$ cat src/sv/fprt_pkg.sv
// ----------------------------------------------------------------------------
// fprt_pkg
// Shared types and codes for the flash partition range table.
// ----------------------------------------------------------------------------
package fprt_pkg;

   // Transaction kinds
   localparam logic KIND_ADD    = 1'b0;
   localparam logic KIND_LOOKUP = 1'b1;

   // Result status codes
   localparam logic [2:0] STS_OK        = 3'd0;
   localparam logic [2:0] STS_MISS      = 3'd1;
   localparam logic [2:0] STS_FULL      = 3'd2;
   localparam logic [2:0] STS_BAD_RANGE = 3'd3;
   localparam logic [2:0] STS_OVERFLOW  = 3'd4;

   localparam int unsigned BASE_W   = 20;
   localparam int unsigned SIZE_W   = 21;
   localparam int unsigned ID_W     = 32;
   localparam int unsigned ADDR_W   = 32;
   localparam int unsigned STATUS_W = 3;
   localparam int unsigned SLOT_W   = 5;
   localparam int unsigned USED_W   = 21;

   localparam logic [BASE_W-1:0] HEADER_RESET = 20'd1;

   typedef enum logic [2:0] {
      S_IDLE,
      S_ADD_DIFF,
      S_ADD_ROUND,
      S_ADD_PLACE,
      S_SCAN,
      S_DONE
   } state_type;

   typedef struct packed {
      logic [BASE_W-1:0] base;
      logic [SIZE_W-1:0] size;
      logic [ID_W-1:0]   id;
   } entry_type;

   typedef struct packed {
      logic [STATUS_W-1:0] status;
      logic [SLOT_W-1:0]   slot;
      logic [BASE_W-1:0]   base_block;
      logic [SIZE_W-1:0]   size_blocks;
      logic [ADDR_W-1:0]   actual_bytes;
      logic [ID_W-1:0]     id_out;
   } result_type;

endpackage

$ cat src/sv/fprt_ifs.sv
// ----------------------------------------------------------------------------
// fprt_req_if / fprt_rsp_if
// Valid/ready channels for table transactions and their results.
// ----------------------------------------------------------------------------
interface fprt_req_if;
   logic        valid;
   logic        ready;
   logic        kind;
   logic [31:0] start_addr;
   logic [31:0] end_addr;
   logic [31:0] part_id;
   logic [31:0] offset;

   modport source (output valid, kind, start_addr, end_addr, part_id, offset,
                   input ready);
   modport sink   (input valid, kind, start_addr, end_addr, part_id, offset,
                   output ready);
endinterface

interface fprt_rsp_if;
   logic        valid;
   logic        ready;
   logic [2:0]  status;
   logic [4:0]  slot;
   logic [19:0] base_block;
   logic [20:0] size_blocks;
   logic [31:0] actual_bytes;
   logic [31:0] id_out;

   modport source (output valid, status, slot, base_block, size_blocks,
                   actual_bytes, id_out, input ready);
   modport sink   (input valid, status, slot, base_block, size_blocks,
                   actual_bytes, id_out, output ready);
endinterface

$ cat src/sv/fprt_entry_ram.sv
// ----------------------------------------------------------------------------
// fprt_entry_ram
// Partition entry store: one write port, one registered read port.
// ----------------------------------------------------------------------------
module fprt_entry_ram #(
   parameter int DEPTH = 32,
   parameter int AW    = 5
) (
   input  logic                clock,
   input  logic                wr_en,
   input  logic [AW-1:0]       wr_addr,
   input  fprt_pkg::entry_type wr_data,
   input  logic [AW-1:0]       rd_addr,
   output fprt_pkg::entry_type rd_data
);

   fprt_pkg::entry_type mem [DEPTH];

   always_ff @(posedge clock) begin
      if (wr_en) begin
         mem[wr_addr] <= wr_data;
      end
      rd_data <= mem[rd_addr];
   end

endmodule

$ cat src/sv/fprt_range_cmp.sv
// ----------------------------------------------------------------------------
// fprt_range_cmp
// Block range compare: is point inside [base, base + size)?
// ----------------------------------------------------------------------------
module fprt_range_cmp #(
   parameter int W = 24
) (
   input  logic [W-1:0] point,
   input  logic [W-1:0] base,
   input  logic [W-1:0] size,
   output logic         hit
);

   logic [W-1:0] range_end;

   assign range_end = base + size;
   assign hit       = (point >= base) && (point < range_end);

endmodule

$ cat src/sv/flash_partition_range_table.sv
// ----------------------------------------------------------------------------
// flash_partition_range_table
// Partition allocator and offset lookup over erase-block ranges.
// ----------------------------------------------------------------------------
// One transaction is in work at a time; req.ready is high only while the
// sequencer is idle, and a finished result waits in the output register
// without holding off the next request. An add puts its result in the output
// register after its difference, round-up, place and hand-off steps, or goes
// from the difference step straight to hand-off when the table is full or the
// range is reversed. A lookup reads the entry memory one slot per cycle
// through a single compare unit: a miss reads every stored entry before its
// result is handed off, and a hit on a slot ends the scan there. The next
// transaction is taken only after the result is loaded into the output
// register, and the load waits while that register holds an unaccepted
// result. csr_wr_data sets the header block count used as the start of
// allocation for later adds.
// ----------------------------------------------------------------------------
module flash_partition_range_table #(
   parameter int MAX_PARTS   = 32,
   parameter int BLOCK_SHIFT = 12
) (
   input  logic                clock,
   input  logic                reset,
   fprt_req_if.sink            req_chan,
   fprt_rsp_if.source          rsp_chan,
   input  logic                csr_wr_en,
   input  logic [19:0]         csr_wr_data
);

   localparam int CW         = $clog2(MAX_PARTS + 1);
   localparam int AW         = (MAX_PARTS > 1) ? $clog2(MAX_PARTS) : 1;
   localparam int BLK_W      = 32 - BLOCK_SHIFT;
   localparam int NB_W       = BLK_W + 1;
   localparam int RW         = ((NB_W > 22) ? NB_W : 22) + 1;
   localparam int LIMIT_BITS = (BLK_W < 20) ? BLK_W : 20;
   localparam logic [RW-1:0]  LIMIT   = RW'(1) << LIMIT_BITS;
   localparam logic [CW-1:0]  MAX_CNT = CW'(MAX_PARTS);

   fprt_pkg::state_type  state_ff, state_in;
   logic [CW-1:0]        count_ff, count_in;
   logic [20:0]          used_ff, used_in;
   logic [19:0]          header_ff;
   logic [CW-1:0]        issue_idx_ff, issue_idx_in;
   logic                 pend_valid_ff, pend_valid_in;
   logic [AW-1:0]        pend_idx_ff, pend_idx_in;

   logic [31:0]          start_ff, end_ff, id_ff, offset_ff;
   logic [31:0]          bytes_ff, bytes_in;
   logic [21:0]          base_ff, base_in;
   logic [NB_W-1:0]      blocks_ff, blocks_in;
   fprt_pkg::result_type res_ff, res_in;
   fprt_pkg::result_type rsp_ff;
   logic                 rsp_valid_ff, rsp_valid_in;

   logic                 req_take;
   logic                 rsp_load;
   logic [32:0]          diff;
   logic [RW-1:0]        place_end;
   logic                 place_bad;

   logic                 ram_we;
   logic [AW-1:0]        ram_raddr;
   fprt_pkg::entry_type  ram_wdata, ram_rdata;
   logic [RW-1:0]        cmp_point;
   logic                 cmp_hit;

   fprt_entry_ram #(.DEPTH(MAX_PARTS), .AW(AW)) u_ram (
      .clock   (clock),
      .wr_en   (ram_we),
      .wr_addr (count_ff[AW-1:0]),
      .wr_data (ram_wdata),
      .rd_addr (ram_raddr),
      .rd_data (ram_rdata)
   );

   assign cmp_point = RW'(offset_ff >> BLOCK_SHIFT);

   fprt_range_cmp #(.W(RW)) u_cmp (
      .point (cmp_point),
      .base  (RW'(ram_rdata.base)),
      .size  (RW'(ram_rdata.size)),
      .hit   (cmp_hit)
   );

   assign req_chan.ready = (state_ff == fprt_pkg::S_IDLE);
   assign req_take       = req_chan.valid && req_chan.ready;

   assign diff      = {1'b0, end_ff} - {1'b0, start_ff};
   assign place_end = RW'(base_ff) + RW'(blocks_ff);
   assign place_bad = (RW'(base_ff) >= LIMIT) || (place_end > LIMIT);

   assign ram_raddr = issue_idx_ff[AW-1:0];
   assign ram_wdata = '{base: base_ff[19:0], size: 21'(blocks_ff), id: id_ff};

   always_comb begin
      state_in      = state_ff;
      count_in      = count_ff;
      used_in       = used_ff;
      issue_idx_in  = issue_idx_ff;
      pend_valid_in = 1'b0;
      pend_idx_in   = pend_idx_ff;
      bytes_in      = bytes_ff;
      base_in       = base_ff;
      blocks_in     = blocks_ff;
      res_in        = res_ff;
      ram_we        = 1'b0;
      rsp_load      = 1'b0;

      unique case (state_ff)
         fprt_pkg::S_IDLE: begin
            issue_idx_in = '0;
            if (req_take) begin
               state_in = (req_chan.kind == fprt_pkg::KIND_ADD) ?
                          fprt_pkg::S_ADD_DIFF : fprt_pkg::S_SCAN;
            end
         end
         fprt_pkg::S_ADD_DIFF: begin
            bytes_in = diff[31:0];
            base_in  = 22'(header_ff) + 22'(used_ff);
            res_in   = '0;
            priority if (count_ff >= MAX_CNT) begin
               res_in.status = fprt_pkg::STS_FULL;
               state_in      = fprt_pkg::S_DONE;
            end else if (diff[32]) begin
               res_in.status = fprt_pkg::STS_BAD_RANGE;
               state_in      = fprt_pkg::S_DONE;
            end else begin
               state_in = fprt_pkg::S_ADD_ROUND;
            end
         end
         fprt_pkg::S_ADD_ROUND: begin
            // round up to whole erase blocks
            blocks_in = NB_W'(bytes_ff >> BLOCK_SHIFT)
                      + NB_W'(|bytes_ff[BLOCK_SHIFT-1:0]);
            state_in  = fprt_pkg::S_ADD_PLACE;
         end
         fprt_pkg::S_ADD_PLACE: begin
            res_in = '0;
            if (place_bad) begin
               res_in.status = fprt_pkg::STS_OVERFLOW;
            end else begin
               ram_we             = 1'b1;
               count_in           = count_ff + CW'(1);
               used_in            = 21'(used_ff + 21'(blocks_ff));
               res_in.status      = fprt_pkg::STS_OK;
               res_in.slot        = 5'(count_ff);
               res_in.base_block  = base_ff[19:0];
               res_in.size_blocks = 21'(blocks_ff);
               res_in.actual_bytes = bytes_ff;
               res_in.id_out      = id_ff;
            end
            state_in = fprt_pkg::S_DONE;
         end
         fprt_pkg::S_SCAN: begin
            // issue the next slot read while checking the one already read
            if (issue_idx_ff < count_ff) begin
               pend_valid_in = 1'b1;
               pend_idx_in   = issue_idx_ff[AW-1:0];
               issue_idx_in  = issue_idx_ff + CW'(1);
            end
            res_in = '0;
            priority if (pend_valid_ff && cmp_hit) begin
               pend_valid_in      = 1'b0;
               res_in.status      = fprt_pkg::STS_OK;
               res_in.slot        = 5'(pend_idx_ff);
               res_in.base_block  = ram_rdata.base;
               res_in.size_blocks = ram_rdata.size;
               res_in.id_out      = ram_rdata.id;
               state_in           = fprt_pkg::S_DONE;
            end else if (!pend_valid_ff && (issue_idx_ff >= count_ff)) begin
               res_in.status = fprt_pkg::STS_MISS;
               state_in      = fprt_pkg::S_DONE;
            end else begin
               state_in = fprt_pkg::S_SCAN;
            end
         end
         fprt_pkg::S_DONE: begin
            // hold until the output register is free
            if (!rsp_valid_ff || rsp_chan.ready) begin
               rsp_load = 1'b1;
               state_in = fprt_pkg::S_IDLE;
            end
         end
         default: begin
            state_in = fprt_pkg::S_IDLE;
         end
      endcase

      rsp_valid_in = rsp_load || (rsp_valid_ff && !rsp_chan.ready);
   end

   always_ff @(posedge clock) begin
      if (reset) begin
         state_ff      <= fprt_pkg::S_IDLE;
         count_ff      <= '0;
         used_ff       <= '0;
         header_ff     <= fprt_pkg::HEADER_RESET;
         issue_idx_ff  <= '0;
         pend_valid_ff <= 1'b0;
         rsp_valid_ff  <= 1'b0;
      end else begin
         state_ff      <= state_in;
         count_ff      <= count_in;
         used_ff       <= used_in;
         issue_idx_ff  <= issue_idx_in;
         pend_valid_ff <= pend_valid_in;
         rsp_valid_ff  <= rsp_valid_in;
         if (csr_wr_en) begin
            header_ff <= csr_wr_data;
         end
      end
   end

   always_ff @(posedge clock) begin
      if (req_take) begin
         start_ff  <= req_chan.start_addr;
         end_ff    <= req_chan.end_addr;
         id_ff     <= req_chan.part_id;
         offset_ff <= req_chan.offset;
      end
      pend_idx_ff <= pend_idx_in;
      bytes_ff    <= bytes_in;
      base_ff     <= base_in;
      blocks_ff   <= blocks_in;
      res_ff      <= res_in;
      if (rsp_load) begin
         rsp_ff <= res_ff;
      end
   end

   assign rsp_chan.valid        = rsp_valid_ff;
   assign rsp_chan.status       = rsp_ff.status;
   assign rsp_chan.slot         = rsp_ff.slot;
   assign rsp_chan.base_block   = rsp_ff.base_block;
   assign rsp_chan.size_blocks  = rsp_ff.size_blocks;
   assign rsp_chan.actual_bytes = rsp_ff.actual_bytes;
   assign rsp_chan.id_out       = rsp_ff.id_out;

endmodule
$ cat src/flat_wrapper.sv
// flat-port wrapper written by rule: the top's interface ports become plain ports
module flash_partition_range_table_flat 
#(
   parameter int MAX_PARTS   = 32,
   parameter int BLOCK_SHIFT = 12
)
  (clock, reset, csr_wr_en, csr_wr_data, req_chan_valid, req_chan_kind, req_chan_start_addr, req_chan_end_addr, req_chan_part_id, req_chan_offset, req_chan_ready, rsp_chan_valid, rsp_chan_status, rsp_chan_slot, rsp_chan_base_block, rsp_chan_size_blocks, rsp_chan_actual_bytes, rsp_chan_id_out, rsp_chan_ready);
  fprt_req_if req_chan_i ();
  fprt_rsp_if rsp_chan_i ();
  input  logic clock;
  input  logic reset;
  input  logic csr_wr_en;
  input  logic [19:0] csr_wr_data;
  input wire logic [$bits(req_chan_i.valid)-1:0] req_chan_valid;
  input wire logic [$bits(req_chan_i.kind)-1:0] req_chan_kind;
  input wire logic [$bits(req_chan_i.start_addr)-1:0] req_chan_start_addr;
  input wire logic [$bits(req_chan_i.end_addr)-1:0] req_chan_end_addr;
  input wire logic [$bits(req_chan_i.part_id)-1:0] req_chan_part_id;
  input wire logic [$bits(req_chan_i.offset)-1:0] req_chan_offset;
  output wire logic [$bits(req_chan_i.ready)-1:0] req_chan_ready;
  output wire logic [$bits(rsp_chan_i.valid)-1:0] rsp_chan_valid;
  output wire logic [$bits(rsp_chan_i.status)-1:0] rsp_chan_status;
  output wire logic [$bits(rsp_chan_i.slot)-1:0] rsp_chan_slot;
  output wire logic [$bits(rsp_chan_i.base_block)-1:0] rsp_chan_base_block;
  output wire logic [$bits(rsp_chan_i.size_blocks)-1:0] rsp_chan_size_blocks;
  output wire logic [$bits(rsp_chan_i.actual_bytes)-1:0] rsp_chan_actual_bytes;
  output wire logic [$bits(rsp_chan_i.id_out)-1:0] rsp_chan_id_out;
  input wire logic [$bits(rsp_chan_i.ready)-1:0] rsp_chan_ready;
  assign req_chan_i.valid = req_chan_valid;
  assign req_chan_i.kind = req_chan_kind;
  assign req_chan_i.start_addr = req_chan_start_addr;
  assign req_chan_i.end_addr = req_chan_end_addr;
  assign req_chan_i.part_id = req_chan_part_id;
  assign req_chan_i.offset = req_chan_offset;
  assign req_chan_ready = req_chan_i.ready;
  assign rsp_chan_valid = rsp_chan_i.valid;
  assign rsp_chan_status = rsp_chan_i.status;
  assign rsp_chan_slot = rsp_chan_i.slot;
  assign rsp_chan_base_block = rsp_chan_i.base_block;
  assign rsp_chan_size_blocks = rsp_chan_i.size_blocks;
  assign rsp_chan_actual_bytes = rsp_chan_i.actual_bytes;
  assign rsp_chan_id_out = rsp_chan_i.id_out;
  assign rsp_chan_i.ready = rsp_chan_ready;
  flash_partition_range_table #(.MAX_PARTS(MAX_PARTS), .BLOCK_SHIFT(BLOCK_SHIFT)) u_core (.clock(clock), .reset(reset), .req_chan(req_chan_i), .rsp_chan(rsp_chan_i), .csr_wr_en(csr_wr_en), .csr_wr_data(csr_wr_data));
endmodule
$ cat config.mk
export PLATFORM = sky130hd
export DESIGN_NAME = flash_partition_range_table_flat
export DESIGN_NICKNAME = d
export VERILOG_FILES = /design/src/sv/fprt_pkg.sv /design/src/sv/fprt_ifs.sv /design/src/sv/fprt_entry_ram.sv /design/src/sv/fprt_range_cmp.sv /design/src/sv/flash_partition_range_table.sv /design/src/flat_wrapper.sv
export SDC_FILE = /design/constraint.sdc
export NUM_CORES = 2
export LEC_CHECK = 0
export BUFFER_PORTS_ARGS = -buffer_cell sky130_fd_sc_hd__buf_2
export CORE_MARGIN = 8
export CORE_UTILIZATION = 31
export CTS_CLUSTER_SIZE = 10
export DETAILED_ROUTE_END_ITERATION = 6
export PLACE_DENSITY_LB_ADDON = 0.12
export SLEW_MARGIN = 20
export SYNTH_ARGS = -nofsm -noshare
export SYNTH_HDL_FRONTEND = slang
export SYNTH_SLANG_ARGS = --single-unit
$ cat constraint.sdc
create_clock -name clock -period 9.1 [get_ports clock]
set_input_delay 0.91 -clock clock [delete_from_list [all_inputs] [get_ports clock]]
set_output_delay 0.91 -clock clock [all_outputs]
set_load 0.1 [all_outputs]
==> flow_metrics.env <==
export IMPL_status="finished, final reports clean"
export IMPL_ys_ff_latch=2889
export IMPL_drtPass1Iterations=5
export IMPL_antenna_found_initial=18
export IMPL_wl_per_cell_um=30.51
export IMPL_hpwl_um=179900
export IMPL_finalCriticalPeriod_ns=6.683
export IMPL_gr_usage_all_layers=0.1677
export IMPL_multi_input_area_um2=26240
export IMPL_regArea_um2=85460
export IMPL_worst_slew_pin_slew_ns=1.146
export IMPL_final_area_um2=131100
export IMPL_syn_num_nets=5536
export IMPL_clock_path_buffers=4
export IMPL_rsz0062_at_grt="no"
export IMPL_grt_pass1_wl_um=457000
export IMPL_ys_types=70
export IMPL_vias_per_cell=5.009
export IMPL_worstSetupStartpointType="flop"
export IMPL_p_total_mw=30.61
export IMPL_cts_sinks=2889
export IMPL_switchingPower_mw=7.300
export IMPL_cp_max_fo=54
export IMPL_drt_met1_wl_um=139600
export IMPL_yosys_area_share_adder=0.01920
export IMPL_cts_setup_buffers=0
export IMPL_hold_path_class="input pin to flop"
export IMPL_maxCapViolations=0
export IMPL_area_growth_pct=16.29
export IMPL_synthCells=5212
export IMPL_p_seq_frac=0.524
export IMPL_root_buffer="clkbuf_16"
export IMPL_final_max_slew_viol_count=0
export IMPL_ys_top_cells_by_area="edfxtp_1 (73%), mux4_2 (15%), dfxtp_1 (2.3%)"
export IMPL_synth_compound_area_frac=0.02659
export IMPL_yosysWarnings=0
export IMPL_io_buffers=256
export IMPL_cts_buffers=342
export IMPL_postSynthAreaPerCell_um2=21.63
export IMPL_syn_area_um2=112700
export IMPL_p_sw_frac=0.2385
export IMPL_clk_latency_ns=0.94
export IMPL_synth_common_cells="edfxtp_1 (2758), mux4_2 (730), ha_1 (165), clkbuf_1 (142), nor2_1 (132)"
export IMPL_post_route_period_util=0.7344
export IMPL_hold_viol=0
export IMPL_combPwrFrac=0.065
export IMPL_die_h_um=619.1
export IMPL_postRouteAntennaNets=0
export IMPL_endpoint_kind="flop"
export IMPL_synthXorXnorAreaFrac=0.007768
export IMPL_coreArea_um2=362200
export IMPL_maxUsedRoutingLayer="met4"
export IMPL_pwr_density_cell_nw_per_um2=233.5
export IMPL_synth_top_family_by_area="multiplexers"
export IMPL_die_width_um=619.1
export IMPL_slew_headroom=0.2347
export IMPL_drc=0
export IMPL_critical_path_arrival_ns=7.46
export IMPL_grt_pass1_vias=57600
export IMPL_grt_max_degree=99
export IMPL_drtIter0Drc=4387
export IMPL_synthSimpleGateAreaFrac=0.02002
export IMPL_cts_resized=0
export IMPL_cts_hold_buf=0
export IMPL_fin_worst_skew_ns=0.07834
export IMPL_nFillCells=33300
export IMPL_synthMuxAreaShare=0.1572
export IMPL_placed_area_um2=120800
export IMPL_met2_length_um=170300
export IMPL_synth_seq_area_share=0.7578
export IMPL_path_class="flop to flop"
export IMPL_async_flop_share=0
export IMPL_route_vias_total=53920
export IMPL_final_setup_tns_ns=0
export IMPL_gr_total_overflow=0
export IMPL_htree_levels=5
export IMPL_dieArea_um2=383200
export IMPL_synth_largest_area_cell="edfxtp_1"
export IMPL_drive_above_1_share=0.2774
export IMPL_final_nets=6064
export IMPL_start_util=0.3113
export IMPL_p_int_mw=23.31
export IMPL_cts_clk_slew_worst_paths_ns=0.05
export IMPL_ir_drop_v=0.0002124
export IMPL_finalWirelength_um=328500
export IMPL_worst_endpoint_required_ns=9.88
export IMPL_setup_viol=0
export IMPL_yosysMostFrequentCell="edfxtp_1"
export IMPL_fmax_ghz=0.1496
export IMPL_ys_flop_type="edfxtp_1"
export IMPL_yosysTopAreaCellShare=0.7346
export IMPL_leakagePower_nw=41.13
export IMPL_rows=221
export IMPL_clock_power_share=0.411
export IMPL_io_pins=269
export IMPL_place_gp_congestion=0.7531
export IMPL_dr_wl_met3_um=11200
export IMPL_rrSetupSlack_ns=2.42
export IMPL_cts_tree="done"
export IMPL_synth_edf_count=2758
## layout make-up
type                            instances  share of cell area
Clock buffer                          525             0.07216
Antenna cell                            5          0.00009543
Inverter                              103            0.002949
Clock inverter                         46            0.004628
Sequential cell                      2889              0.6518
Tap cell                             4794             0.04575
Timing Repair Buffer                  405             0.02251
Multi-Input combinational cell       1999              0.2001
## cell usage in the layout, fill, tap and decap left out, drive strengths merged, types with 61 or more instances in the layout
cell	instances
buf	405
mux4	730
xnor2	64
ha	165
mux2	75
nor2	132
nand2	61
inv	110
a21oi	102
dfxtp	131
edfxtp	2758
clkbuf	525
a22o	80
o21ai	69
## state kept, by name (all words and copies together), names as in the netlist, 32 cells and up
name / flops
u_core.u_ram.rd_data: 73
u_core.end_ff: 32
u_core.start_ff: 32
u_core.u_ram.mem: 2336
u_core.rsp_chan.id_out: 32
u_core.rsp_chan.actual_bytes: 32
u_core.bytes_ff: 32
u_core.id_ff: 32
u_core.res_ff: 113
## per-layer routing
layer / vias up / GRT usage
li1: 22860 / -
met5: - / 0
met3: 435 / 0.02070
met1: 29480 / 0.2178
met2: 1146 / 0.3006
met4: 0 / 0.03633
## worst max-delay path, stage by stage, from the launching register on
cell and delay [ns]:
dfxtp_1 0.36, ha_1 0.23, fa_1 0.44, a211o_1 0.32, a21oi_1 0.22, a22oi_1 0.26
a2111oi_0 0.80, o31ai_1 0.22, a21oi_1 0.26, xnor2_1 0.16, ha_1 0.27, a21oi_1 0.15
nor2b_1 0.06, o21ai_0 0.15, nand2_1 0.13, nor4_1 0.30, o31a_1 0.19, o32a_1 0.24
nor2b_4 0.95, buf_12 0.43, a22o_1 0.21
## stage by stage
stage / worst slack [ns] / hold slack, ns / utilization / instances
2_1_floorplan: 1.927 / 0.4003 / - / 5212
3_3_place_gp: 2.375 / 0.4026 / 0.3336 / 10180
3_5_place_dp: 2.389 / 0.4061 / 0.3336 / 10180
4_1_cts: 2.355 / 0.06577 / 0.3614 / 10750
5_1_grt: 1.937 / 0.09759 / 0.3619 / 10760
6_report: 2.417 / 0.1537 / 0.3620 / 10770
## power groups by stage
stage | Clock, mW | Combinational (mW) | Sequential (mW)
6_report | 12.6 | 2.00 | 16.0
5_1_grt | 13.4 | 2.17 | 16.1
4_1_cts | 12.9 | 1.93 | 16.1
3_5_place_dp | 0 | 1.93 | 16.4
3_3_place_gp | 0 | 1.90 | 16.4
2_1_floorplan | 0 | 0.873 | 16.5
## path summary, 6_finish.rpt
kind | depth (start not counted) | from | endpoint
min | 1 | req_chan_part_id[7] | u_core.id_ff[7]$_DFFE_PP_
min reg2reg | 0 | u_core.res_ff[39]$_DFFE_PP_ | u_core.rsp_chan.actual_bytes[7]$_DFFE_PP_
max | 20 | u_core.u_ram.rd_data[53]$_DFF_P_ | u_core.res_ff[12]$_DFFE_PP_
max reg2reg | 20 | u_core.u_ram.rd_data[53]$_DFF_P_ | u_core.res_ff[12]$_DFFE_PP_
## kinds of logic after synthesis
logic type | count (synthesis)
DFF | 2889
and+or+nand+nor | 445
buffers and inverters | 324
adders and majority gates | 170
AOI/OAI and AO/OA | 435
muxes | 849
xor gates and xnor gates | 100
Power figures use the tool's default switching activity.
